## src/sv/mecm_pkg.sv

```systemverilog
package mecm_pkg;

    localparam int DataWidth         = 32;
    localparam int FracBits          = 16;
    localparam int QueueDepthDefault = 2;
    localparam int CfgIndexWidth     = 2;

    localparam logic [CfgIndexWidth-1:0] CFG_ABS_LIMIT = CfgIndexWidth'(0);
    localparam logic [CfgIndexWidth-1:0] CFG_REL_LIMIT = CfgIndexWidth'(1);

    localparam logic [DataWidth-1:0] SatValue = {DataWidth{1'b1}};

    // one classified pair on its way from the front to the back
    typedef struct packed {
        logic [DataWidth-1:0] abs_err;
        logic [DataWidth-1:0] old_mag;
        logic                 last;
    } q_entry_t;

    typedef struct packed {
        logic full;
        logic empty;
    } q_status_t;

    typedef enum logic [1:0] {
        BK_IDLE,
        BK_DIV,
        BK_APPLY
    } bk_state_t;

endpackage

```

## src/sv/mecm_front.sv

```systemverilog
module mecm_front
    import mecm_pkg::*;
(
    input  logic                        in_valid,
    output logic                        in_stall,
    input  logic signed [DataWidth-1:0] new_value,
    input  logic signed [DataWidth-1:0] old_value,
    input  logic                        last,
    input  q_status_t                   q_status,
    output logic                        q_push,
    output q_entry_t                    q_wdata
);

    logic signed [DataWidth:0] diff;
    logic        [DataWidth:0] diff_mag;

    always_comb
    begin
        diff     = {new_value[DataWidth-1], new_value} - {old_value[DataWidth-1], old_value};
        diff_mag = diff[DataWidth] ? (~diff + 1'b1) : diff;
        // magnitude of a 33-bit difference never exceeds 2^32 - 1
        q_wdata.abs_err = diff_mag[DataWidth-1:0];
        q_wdata.old_mag = old_value[DataWidth-1] ? (~old_value + 1'b1) : old_value;
        q_wdata.last    = last;
    end

    assign in_stall = q_status.full;
    assign q_push   = in_valid && !q_status.full;

endmodule

```

## src/sv/mecm_fifo.sv

```systemverilog
module mecm_fifo
    import mecm_pkg::*;
#(
    parameter int DEPTH = QueueDepthDefault
)
(
    input  logic      clk,
    input  logic      rst_n,
    input  logic      push,
    input  q_entry_t  wdata,
    input  logic      pop,
    output q_entry_t  rdata,
    output q_status_t status
);

    localparam int PtrW = (DEPTH > 1) ? $clog2(DEPTH) : 1;
    localparam int CntW = $clog2(DEPTH + 1);

    q_entry_t            mem [DEPTH];
    logic [PtrW-1:0]     wr_ptr_reg, wr_ptr_next;
    logic [PtrW-1:0]     rd_ptr_reg, rd_ptr_next;
    logic [CntW-1:0]     count_reg,  count_next;

    always_comb
    begin
        wr_ptr_next = wr_ptr_reg;
        rd_ptr_next = rd_ptr_reg;
        count_next  = count_reg;
        if (push)
        begin
            wr_ptr_next = (wr_ptr_reg == PtrW'(DEPTH - 1)) ? '0 : wr_ptr_reg + 1'b1;
        end
        if (pop)
        begin
            rd_ptr_next = (rd_ptr_reg == PtrW'(DEPTH - 1)) ? '0 : rd_ptr_reg + 1'b1;
        end
        if (push && !pop)
        begin
            count_next = count_reg + 1'b1;
        end
        else if (pop && !push)
        begin
            count_next = count_reg - 1'b1;
        end
    end

    always_ff @(posedge clk or negedge rst_n)
    begin
        if (!rst_n)
        begin
            wr_ptr_reg <= '0;
            rd_ptr_reg <= '0;
            count_reg  <= '0;
        end
        else
        begin
            wr_ptr_reg <= wr_ptr_next;
            rd_ptr_reg <= rd_ptr_next;
            count_reg  <= count_next;
        end
    end

    always_ff @(posedge clk)
    begin
        if (push)
        begin
            mem[wr_ptr_reg] <= wdata;
        end
    end

    assign rdata        = mem[rd_ptr_reg];
    assign status.full  = (count_reg == CntW'(DEPTH));
    assign status.empty = (count_reg == '0);

`ifndef SYNTHESIS
    a_no_push_full: assert property (@(posedge clk) disable iff (!rst_n)
        status.full |-> !push)
        else $error("queue written while full");
    a_no_pop_empty: assert property (@(posedge clk) disable iff (!rst_n)
        status.empty |-> !pop)
        else $error("queue read while empty");
    a_count_step: assert property (@(posedge clk) disable iff (!rst_n)
        (push && !pop) |=> (count_reg == $past(count_reg) + 1'b1))
        else $error("queue count did not advance on write");
`endif

endmodule

```

## src/sv/mecm_back.sv

```systemverilog
module mecm_back
    import mecm_pkg::*;
(
    input  logic                 clk,
    input  logic                 rst_n,
    input  q_status_t            q_status,
    input  q_entry_t             q_rdata,
    output logic                 q_pop,
    input  logic [DataWidth-1:0] abs_limit,
    input  logic [DataWidth-1:0] rel_limit,
    output logic                 out_valid,
    input  logic                 out_stall,
    output logic [DataWidth-1:0] max_abs_error,
    output logic [DataWidth-1:0] max_rel_error,
    output logic                 converged
);

    localparam int CntW = $clog2(DataWidth);
    localparam int HiW  = DataWidth - FracBits;

    bk_state_t            state_reg, state_next;
    logic [DataWidth-1:0] abs_reg,   abs_next;
    logic [DataWidth-1:0] omag_reg,  omag_next;
    logic                 last_reg,  last_next;
    logic [DataWidth-1:0] rem_reg,   rem_next;
    logic [DataWidth-1:0] quo_reg,   quo_next;
    logic [CntW-1:0]      cnt_reg,   cnt_next;
    logic [DataWidth-1:0] run_abs_reg, run_abs_next;
    logic [DataWidth-1:0] run_rel_reg, run_rel_next;
    logic                 ov_reg,    ov_next;
    logic [DataWidth-1:0] oabs_reg,  oabs_next;
    logic [DataWidth-1:0] orel_reg,  orel_next;
    logic                 oconv_reg, oconv_next;

    logic [DataWidth:0]   rem_sh;
    logic                 rem_ge;
    logic [DataWidth:0]   rem_sub;
    logic [DataWidth-1:0] cand_abs;
    logic [DataWidth-1:0] cand_rel;
    logic                 out_blocked;

    always_comb
    begin
        rem_sh      = {rem_reg, quo_reg[DataWidth-1]};
        rem_ge      = (rem_sh >= {1'b0, omag_reg});
        rem_sub     = rem_sh - {1'b0, omag_reg};
        cand_abs    = (abs_reg > run_abs_reg) ? abs_reg : run_abs_reg;
        cand_rel    = (quo_reg > run_rel_reg) ? quo_reg : run_rel_reg;
        out_blocked = ov_reg && out_stall;

        state_next   = state_reg;
        abs_next     = abs_reg;
        omag_next    = omag_reg;
        last_next    = last_reg;
        rem_next     = rem_reg;
        quo_next     = quo_reg;
        cnt_next     = cnt_reg;
        run_abs_next = run_abs_reg;
        run_rel_next = run_rel_reg;
        ov_next      = ov_reg && out_stall;
        oabs_next    = oabs_reg;
        orel_next    = orel_reg;
        oconv_next   = oconv_reg;
        q_pop        = 1'b0;

        unique case (state_reg)
            BK_IDLE:
            begin
                if (!q_status.empty)
                begin
                    q_pop     = 1'b1;
                    abs_next  = q_rdata.abs_err;
                    omag_next = q_rdata.old_mag;
                    last_next = q_rdata.last;
                    // upper dividend bits seed the remainder; lower ones shift in
                    rem_next  = DataWidth'(q_rdata.abs_err[DataWidth-1:FracBits]);
                    quo_next  = {q_rdata.abs_err[FracBits-1:0], {FracBits{1'b0}}};
                    cnt_next  = '0;
                    if (q_rdata.old_mag == '0)
                    begin
                        quo_next   = '0;
                        state_next = BK_APPLY;
                    end
                    else if (DataWidth'(q_rdata.abs_err[DataWidth-1:DataWidth-HiW])
                             >= q_rdata.old_mag)
                    begin
                        // quotient reaches 2^32: saturate
                        quo_next   = SatValue;
                        state_next = BK_APPLY;
                    end
                    else
                    begin
                        state_next = BK_DIV;
                    end
                end
            end
            BK_DIV:
            begin
                rem_next = rem_ge ? rem_sub[DataWidth-1:0] : rem_sh[DataWidth-1:0];
                quo_next = {quo_reg[DataWidth-2:0], rem_ge};
                cnt_next = cnt_reg + 1'b1;
                if (cnt_reg == CntW'(DataWidth - 1))
                begin
                    state_next = BK_APPLY;
                end
            end
            BK_APPLY:
            begin
                if (!(last_reg && out_blocked))
                begin
                    state_next = BK_IDLE;
                    if (last_reg)
                    begin
                        ov_next      = 1'b1;
                        oabs_next    = cand_abs;
                        orel_next    = cand_rel;
                        oconv_next   = (cand_abs <= abs_limit) || (cand_rel <= rel_limit);
                        run_abs_next = '0;
                        run_rel_next = '0;
                    end
                    else
                    begin
                        run_abs_next = cand_abs;
                        run_rel_next = cand_rel;
                    end
                end
            end
            default:
            begin
                state_next = BK_IDLE;
            end
        endcase
    end

    always_ff @(posedge clk or negedge rst_n)
    begin
        if (!rst_n)
        begin
            state_reg   <= BK_IDLE;
            run_abs_reg <= '0;
            run_rel_reg <= '0;
            ov_reg      <= 1'b0;
            last_reg    <= 1'b0;
            cnt_reg     <= '0;
        end
        else
        begin
            state_reg   <= state_next;
            run_abs_reg <= run_abs_next;
            run_rel_reg <= run_rel_next;
            ov_reg      <= ov_next;
            last_reg    <= last_next;
            cnt_reg     <= cnt_next;
        end
    end

    always_ff @(posedge clk)
    begin
        abs_reg   <= abs_next;
        omag_reg  <= omag_next;
        rem_reg   <= rem_next;
        quo_reg   <= quo_next;
        oabs_reg  <= oabs_next;
        orel_reg  <= orel_next;
        oconv_reg <= oconv_next;
    end

    assign out_valid     = ov_reg;
    assign max_abs_error = oabs_reg;
    assign max_rel_error = orel_reg;
    assign converged     = oconv_reg;

`ifndef SYNTHESIS
    a_div_nonzero: assert property (@(posedge clk) disable iff (!rst_n)
        (state_reg == BK_DIV) |-> (omag_reg != '0))
        else $error("divide entered with zero divisor");
    a_rem_bound: assert property (@(posedge clk) disable iff (!rst_n)
        (state_reg == BK_DIV) |-> (rem_reg < omag_reg))
        else $error("partial remainder out of range");
    a_result_load: assert property (@(posedge clk) disable iff (!rst_n)
        (state_reg == BK_APPLY && last_reg && !out_blocked) |=> out_valid)
        else $error("sweep result not loaded");
    a_pop_idle: assert property (@(posedge clk) disable iff (!rst_n)
        q_pop |-> (state_reg == BK_IDLE))
        else $error("queue read while busy");
`endif

endmodule

```

## src/sv/max_error_convergence_monitor.sv

```systemverilog
// Max-error convergence monitor.
// Input channel (in_valid / in_stall): one new/old pair of signed Q16.16 values
// per transfer, with last marking the final pair of a sweep. Output channel
// (out_valid / out_stall): one transfer per sweep carrying the running maxima
// of absolute and relative error and the converged flag.
// Configuration channel (cfg_valid / cfg_ready, always ready): index 0 writes
// abs_limit, index 1 writes rel_limit. Write only while the block is idle.
// A front stage forms |new - old| and |old| and queues the pair; the back end
// runs a restoring divider at one quotient bit per cycle. A pair with nonzero
// old value and an unsaturated quotient passes through the back end as pop,
// 32 divide steps and update; a zero old value or a saturated quotient goes
// from pop straight to update. The sweep result is visible the cycle after
// the update of its last pair. The queue absorbs input while the divider is busy.
// When out_stall holds a result, the back end waits at the next last pair;
// the queue then fills and in_stall rises.
// Reset clears the limits, the running maxima, the queue and out_valid.
module max_error_convergence_monitor
    import mecm_pkg::*;
#(
    parameter int QUEUE_DEPTH = QueueDepthDefault
)
(
    input  logic                        clk,
    input  logic                        rst_n,
    input  logic                        in_valid,
    output logic                        in_stall,
    input  logic signed [DataWidth-1:0] new_value,
    input  logic signed [DataWidth-1:0] old_value,
    input  logic                        last,
    output logic                        out_valid,
    input  logic                        out_stall,
    output logic        [DataWidth-1:0] max_abs_error,
    output logic        [DataWidth-1:0] max_rel_error,
    output logic                        converged,
    input  logic                        cfg_valid,
    output logic                        cfg_ready,
    input  logic    [CfgIndexWidth-1:0] cfg_index,
    input  logic        [DataWidth-1:0] cfg_data
);

    logic [DataWidth-1:0] abs_limit_reg, abs_limit_next;
    logic [DataWidth-1:0] rel_limit_reg, rel_limit_next;

    q_status_t q_status;
    q_entry_t  q_wdata;
    q_entry_t  q_rdata;
    logic      q_push;
    logic      q_pop;

    assign cfg_ready = 1'b1;

    always_comb
    begin
        abs_limit_next = abs_limit_reg;
        rel_limit_next = rel_limit_reg;
        if (cfg_valid && cfg_ready)
        begin
            unique case (cfg_index)
                CFG_ABS_LIMIT: abs_limit_next = cfg_data;
                CFG_REL_LIMIT: rel_limit_next = cfg_data;
                default:       ;
            endcase
        end
    end

    always_ff @(posedge clk or negedge rst_n)
    begin
        if (!rst_n)
        begin
            abs_limit_reg <= '0;
            rel_limit_reg <= '0;
        end
        else
        begin
            abs_limit_reg <= abs_limit_next;
            rel_limit_reg <= rel_limit_next;
        end
    end

    mecm_front u_front (
        .in_valid  (in_valid),
        .in_stall  (in_stall),
        .new_value (new_value),
        .old_value (old_value),
        .last      (last),
        .q_status  (q_status),
        .q_push    (q_push),
        .q_wdata   (q_wdata)
    );

    mecm_fifo #(
        .DEPTH (QUEUE_DEPTH)
    ) u_fifo (
        .clk    (clk),
        .rst_n  (rst_n),
        .push   (q_push),
        .wdata  (q_wdata),
        .pop    (q_pop),
        .rdata  (q_rdata),
        .status (q_status)
    );

    mecm_back u_back (
        .clk           (clk),
        .rst_n         (rst_n),
        .q_status      (q_status),
        .q_rdata       (q_rdata),
        .q_pop         (q_pop),
        .abs_limit     (abs_limit_reg),
        .rel_limit     (rel_limit_reg),
        .out_valid     (out_valid),
        .out_stall     (out_stall),
        .max_abs_error (max_abs_error),
        .max_rel_error (max_rel_error),
        .converged     (converged)
    );

endmodule

```

## config.mk

```make
export PLATFORM = sky130hd
export DESIGN_NAME = max_error_convergence_monitor
export DESIGN_NICKNAME = d
export VERILOG_FILES = /design/src/sv/mecm_pkg.sv /design/src/sv/mecm_front.sv /design/src/sv/mecm_fifo.sv /design/src/sv/mecm_back.sv /design/src/sv/max_error_convergence_monitor.sv
export SDC_FILE = /design/constraint.sdc
export NUM_CORES = 1
export LEC_CHECK = 0
export BUFFER_PORTS_ARGS = -buffer_cell sky130_fd_sc_hd__buf_2
export CAP_MARGIN = 20
export CORE_MARGIN = 3
export CORE_UTILIZATION = 46
export DETAILED_ROUTE_END_ITERATION = 16
export GPL_TIMING_DRIVEN = 0
export PLACE_DENSITY = 0.66
export SLEW_MARGIN = 10
export SYNTH_ARGS = -nofsm -noshare
export SYNTH_HDL_FRONTEND = slang
export SYNTH_HIERARCHICAL = 1
export SYNTH_SLANG_ARGS = --single-unit
```

## constraint.sdc

```tcl
create_clock -name clk -period 20.6 [get_ports clk]
set_clock_uncertainty 0.05 [all_clocks]
set_input_delay 2.06 -clock clk [delete_from_list [all_inputs] [get_ports clk]]
set_output_delay 2.06 -clock clk [all_outputs]
set_load 0.01 [all_outputs]
```

## Word-level counts from Yosys, hierarchy flattened

Memories as Yosys holds them, arrays and structs flattened.
Cells that the tools add are included.

| word-level totals | value |
|---|---|
| logic and storage cells | 100 |
| memories kept | 1 |
| memory bits (writable) | 130 |
| register bits after elaboration | 334 |
| output and inout bits | 68 |
| input bits | 104 |

| cells by class | value |
|---|---|
| order comparisons | 6 |
| bitwise logic cells | 4 |
| reductions and logical operators | 22 |
| add/sub/neg operators | 9 |
| muxes and demuxes | 32 |
| equal/unequal tests | 8 |

Memories:

| memory | words | bits a word | rd ports | clocked after Yosys merged registers in | wr ports | line | text |
|---|---|---|---|---|---|---|---|
| u_fifo.mem | 2 | 65 | 1 | 0 | 1 | mecm_fifo.sv:19 | `q_entry_t mem [DEPTH];` |

Operators by type and width:

| cell | number |
|---|---|
| 32-bit 2-to-1 mux | 11 |
| 32-bit one-hot mux with 2 select lines | 2 |
| 32-bit by 1-bit adder with 32-bit output, second input constant | 2 |
| 32-bit > comparator | 2 |
| 32-bit <= comparator | 2 |
| 32-bit NOT | 2 |
| 33-bit by 32-bit greater-or-equal comparator with 1-bit output | 1 |
| 32-bit by 32-bit subtractor with 33-bit output | 1 |
| 16-bit by 32-bit greater-or-equal comparator with 1-bit output | 1 |
| 32-bit zero test | 1 |
| 32-bit subtractor | 1 |
| 2-bit 2-to-1 mux | 7 |
| 5-bit one-hot mux with 2 select lines | 1 |
| 2-bit AND reduction | 5 |
| 1-bit 2-to-1 mux | 9 |
| 2-bit zero test | 3 |
| 2-bit one-hot mux with 3 select lines | 1 |
| 3-bit AND reduction | 2 |
| 5-bit by 1-bit adder with 5-bit output, second input constant | 1 |
| 5-bit == test, second input constant | 1 |
| 1-bit logical AND | 5 |
| 5-bit 2-to-1 mux | 1 |
| 2-bit by 1-bit == test with 1-bit output, second input constant | 2 |
| 2-bit == test, second input constant | 2 |
| other kinds (9) | 15 |

## Logic depth before layout (Yosys ltp)

| depth | value |
|---|---|
| depth after elaboration | 7 |
| gate-level depth with buffers | 21 |
| depth with buffers taken out | 19 |

## Hierarchy

Netlist, hierarchy kept.

Modules (own cells, without submodules):

| module | cells each | seq. area each (um^2) | instances | area each (um^2) |
|---|---|---|---|---|
| mecm_back | 1569 | 7622.3 | 1 | 15758.9 |
| mecm_fifo | 218 | 4003.8 | 1 | 5038.6 |
| mecm_front | 558 | 0.0 | 1 | 3696.0 |
| max_error_convergence_monitor | 138 | 1601.5 | 1 | 2427.3 |

## Least setup slack after synthesis

OpenSTA, ideal clock, no wires.

| timing | value |
|---|---|
| path kind | register to register |
| from | reg u_back.state_reg[0] |
| to | reg u_back.quo_reg[0], enable pin |
| path slack | 13.059 ns |
| path buffers | 0 |
| cell stages (with the launch flop) | 4 |
| clock period less this slack | 7.541 ns |
| arrival time | 7.073 ns |
| data required time | 20.132 ns |
| path through | dfrtp_1 -> nor3_1 -> nor2_1 -> inv_1 |

| on the way | value |
|---|---|
| word-level cells in the longest chain between the ends | 3 |
| elaborated cells between the ends (all ways) | 5 |
| those cells by class | 2 x eq/ne; 3 x reduce/logical |

Ends and longest elaborated chain:

| element | line | text |
|---|---|---|
| start: declaration | mecm_back.sv:21 | `bk_state_t state_reg, state_next;` |
| start signal: assignment | mecm_back.sv:148 | `state_reg <= state_next;` |
| 2-bit zero test / 2-bit by 1-bit == test with 1-bit output (equally long branches) | mecm_back.sv:66 | `unique case (state_reg)` |
| 2-bit != test (no line) / 2-bit nonzero test (equally long branches) | n/a |  |
| 2-bit AND reduction (no line) (*) | n/a |  |
| end signal: assignment | mecm_back.sv:162 | `quo_reg <= quo_next;` |
| end: declaration | mecm_back.sv:26 | `logic [DataWidth-1:0] quo_reg, quo_next;` |

Every way passes the cells marked *; elsewhere a longest branch is shown, timed or not.
A chain may end at the register's enable or synchronous reset.

## Worst setup path in the final report

| timing | value |
|---|---|
| from | reg u_back.abs_reg[31] |
| to | reg u_back.oconv_reg, in the netlist u_back/converged (data pin) |

| on the way | value |
|---|---|
| word-level cells in the longest chain between the ends | 4 |

Ends and longest elaborated chain:

| element | line | text |
|---|---|---|
| start: declaration | mecm_back.sv:22 | `logic [DataWidth-1:0] abs_reg, abs_next;` |
| start signal: assignment | mecm_back.sv:159 | `abs_reg <= abs_next;` |
| 32-bit > comparator | mecm_back.sv:47 | `cand_abs = (abs_reg > run_abs_reg) ? abs_reg : run_abs_reg;` |
| 32-bit 2-to-1 mux | mecm_back.sv:47 |  |
| named net u_back.cand_abs[30] | mecm_back.sv:38 | `logic [DataWidth-1:0] cand_abs;` |
| 32-bit <= comparator | mecm_back.sv:117 | `oconv_next = (cand_abs <= abs_limit) \|\| (cand_rel <= rel_limit);` |
| 1-bit logical OR | mecm_back.sv:117 |  |
| end signal: assignment | mecm_back.sv:165 | `oconv_reg <= oconv_next;` |
| end: declaration | mecm_back.sv:33 | `logic oconv_reg, oconv_next;` |

The timed path passes the listed nets, and every way through them passes these cells.

==> qor.csv <==
stage,metric,value,unit
sta,Tightest Pin Transition,1.08,ns
power_and_ir_drop,VDD IR max,0.0000762,V
cts,Hold Buf Count CTS,0,
cts,Post-CTS Setup Inserts,0,
synthesis,XOR/XNOR Fraction of Synth Area,0.0316,
power_and_ir_drop,Clk pwr share,0.176,
synthesis,most instantiated library cell after synthesis,edfxtp_1,
worst_setup_path,Worst Setup Start Kind,register,
power_and_ir_drop,Int Pwr,2890,uW
routing,drt wl/cell,20.5,um
cts,cts bufs inserted,47,
routing,# DRC,0,
power_and_ir_drop,power density cells,163,mW/mm^2
place,port bufs,169,
sta,Fmax achieved,177,MHz
place,DP Wirelength,56100,um
min_path,Hold Crit Class,reg -> reg,
layout,sequential cell area,0.0132,mm^2
die,Die Span Y,248,um
global_route,Total GRT Usage,0.231,
synthesis,Post-Synth Adder-Cell Area,0.100,
synthesis,post-synthesis mux area share,0.0626,
synthesis,synthesis-stage register bit count,464,
global_route,gr ovfl total,0,
sta,Worst slew margin,0.270,
power_and_ir_drop,Sw Pwr,2080,uW
worst_setup_path,Crit. End Element,register,
power_and_ir_drop,Switching Share,0.419,
layout,layout cells sized above 1,0.172,
synthesis,most frequent cells after synthesis,"edfxtp_1, nand2_1, inv_1",
cts,Sink Count,464,
sta,post-route minimum period,5.66,ns
die,io pins,172,
power_and_ir_drop,Seq pwr share,0.328,
sta,"Period Utilization, post-route",0.275,
layout,Final Util,0.529,
layout,n_diodes,0,
routing,DR vias/cell,5.81,
cts,CTS tree,done,
routing,via count,20422,
synthesis,Mean Syn Cell Area,10.8,um^2
synthesis,Synth Area in Compound Gates,0.152,
sta,Setup-failing EPs final,0,
die,Std-Cell Core Area,0.0578,mm^2
place,RePlAce Congestion,0.955,
cts,htree depth,2,
global_route,initial antenna violation count,0,
synthesis,Area contributors post-synth,"edfxtp_1, dfrtp_1, ha_1",
cts,"Clk Latency, worst-skew pair",0.60,ns
layout,Largest register FFs,130,
synthesis,synthesized area,0.0269,mm^2
die,Die ar.,0.0615,mm^2
global_route,vias in the first global route,19874,
die,Initial Utilization,0.466,
outcome,outcome,finished clean,
worst_setup_path,worst path arrival time,5.93,ns
power_and_ir_drop,Logic pwr share,0.496,
die,Rows,88,
routing,Detailed Route Iter0 Violations,1859,
power_and_ir_drop,Static Leak,0.0131,uW
routing,DRT Pass-1 Iters,7,
layout,Biggest register,u_fifo/mem,
layout,nets,3034,
synthesis,Syn Nets,2802,
sta,setup TNS,0,ns
worst_setup_path,WS Path Type,reg -> reg,
global_route,first-pass GRT wire length,111000,um
worst_setup_path,Critical Path RT,20.87,ns
cts,post_cts resized,0,
synthesis,top cell type's share of synthesized area,0.360,
cts,CTS root buffer,clkbuf_16,
synthesis,Netlist cell types,98,
layout,Fillers,5070,
sta,RSZ-0062 raised after global routing,no,
sta,Final Max Slew Viols,0,
synthesis,Syn Inst Count,2483,
cts,clock buffer depth,3,
flow_run,Max-Cap Viols,0,
global_route,largest net degree at the start of global routing,74,
synthesis,largest family of logic cells by synthesized area,compound AO/OA/AOI/OAI gates,
synthesis,Async SR Flop Fraction,0.304,
layout,multi-input logic area,0.0123,mm^2
synthesis,post-synthesis sequential area ratio,0.491,
die,Die Wd,248,um
cts,"CTS clk-pin slew, worst paths",0.07,ns
synthesis,Synth Flop Type,edfxtp_1,
synthesis,simple-gate share of the synthesized area,0.111,
layout,area added between synthesis and finish,13.6,%
synthesis,warning count from the yosys run,6,
synthesis,biggest area consumer among synthesized cells,edfxtp_1,
worst_setup_path,Max Fanout on Critical Path,10,
routing,DRT antenna net count,0,
sta,Final Hold Viols,0,
routing,final wirelength,72100,um
synthesis,number of synthesized flops with an enable pin,323,
sta,worst hold slack,0.448,ns
[layer usage]
metal / part of all wire / GRT usage / vias up
met1: 0.44 / 0.315 / 9996
met3: 0.063 / 0.0304 / 131
met4: 0.030 / 0.0724 / 0
met2: 0.47 / 0.383 / 767
met5: 0 / 0 / -
li1: - / - / 9528
[worst max-delay path: stages (launching register included)]
cell and delay [ns]:
edfxtp_1 0.44, ha_1 0.33, nand4_1 0.16, nor4_1 0.61, o41ai_1 0.18, a21oi_1 0.23, clkbuf_1 0.43, clkbuf_1 0.39
o21ai_0 0.25, ha_1 0.35, nand4_1 0.10, nor2_1 0.16, and3_1 0.23, nand4_1 0.14, nor4_1 0.69, o2111ai_1 0.31
nand3b_1 0.22, nand3_1 0.11
[placed cells by master (no fill, tap or decap), drive strengths merged, types with 7 or more instances in the layout]
cell type,instances
edfxtp,323
nand2,248
inv,234
buf,226
ha,213
o21ai,196
a21oi,157
dfrtp,141
mux2,131
clkbuf,117
nor2,104
xnor2,66
a21o,63
a22o,58
nand4,48
nand3,33
nor3,33
xor2,31
nor4,24
nor2b,23
o21a,20
or3,16
a211oi,16
nand2b,15
or2,15
o211ai,14
and2,14
a31oi,13
clkinv,13
o31ai,12
and3,12
a221o,10
a21boi,8
o22ai,7
o41ai,7
a2111oi,7
[stage by stage]
stage / std cells / total power [uW] / instance area, um^2 / setup slack (ns)
after floorplan: 2483 / 3290 / 26900 / 13.06
after global placement: 3417 / 3950 / 28700 / 10.09
after detailed placement: 3430 / 4050 / 29000 / 14.75
after CTS: 3515 / 4950 / 30600 / 14.85
after global routing: 3516 / 5320 / 30600 / 14.51
final: 3516 / 4970 / 30600 / 14.94
[power groups by stage]
stage	clock, uW	sequential (uW)	combinational [uW]
floorplan	0	1600	1690
global placement	0	1660	2290
detailed placement	0	1640	2410
CTS	895	1630	2430
global route	932	1660	2720
finish	876	1630	2460
[cells by family after synthesis]
kind of cell	count (synthesis)
compound gates	632
simple gates	609
flops	464
buf+inv	328
fa+ha+maj	215
mux	137
xor+xnor	97
other cells	1
[worst paths after layout]
| kind | from | endpoint | slack [ns] | depth (start not counted) |
|---|---|---|---|---|
| min in group asynchronous | rst_n | rel_limit_reg[16] | 1.38 | 1 |
| max in group asynchronous | rst_n | u_back/run_abs_reg[28] | 18.34 | 2 |
| min | u_back/run_rel_reg[13] | u_back/run_rel_reg[13] | 0.45 | 1 |
| max | u_back/abs_reg[31] | u_back/converged | 14.94 | 17 |
| max reg2reg | u_back/abs_reg[31] | u_back/converged | 14.94 | 17 |
| min reg2reg | u_back/run_rel_reg[13] | u_back/run_rel_reg[13] | 0.45 | 1 |
[layout make-up]
class	count	share of cell area
clock inverters	22	0.00786
inverters	230	0.0283
multi-input cells	1691	0.404
plain buffers	98	0.0168
repair buffers	183	0.0356
clock buffers	63	0.0438
flip-flops and latches	464	0.433
well taps	765	0.0313
Note: power is estimated with default switching activity, not from simulation.
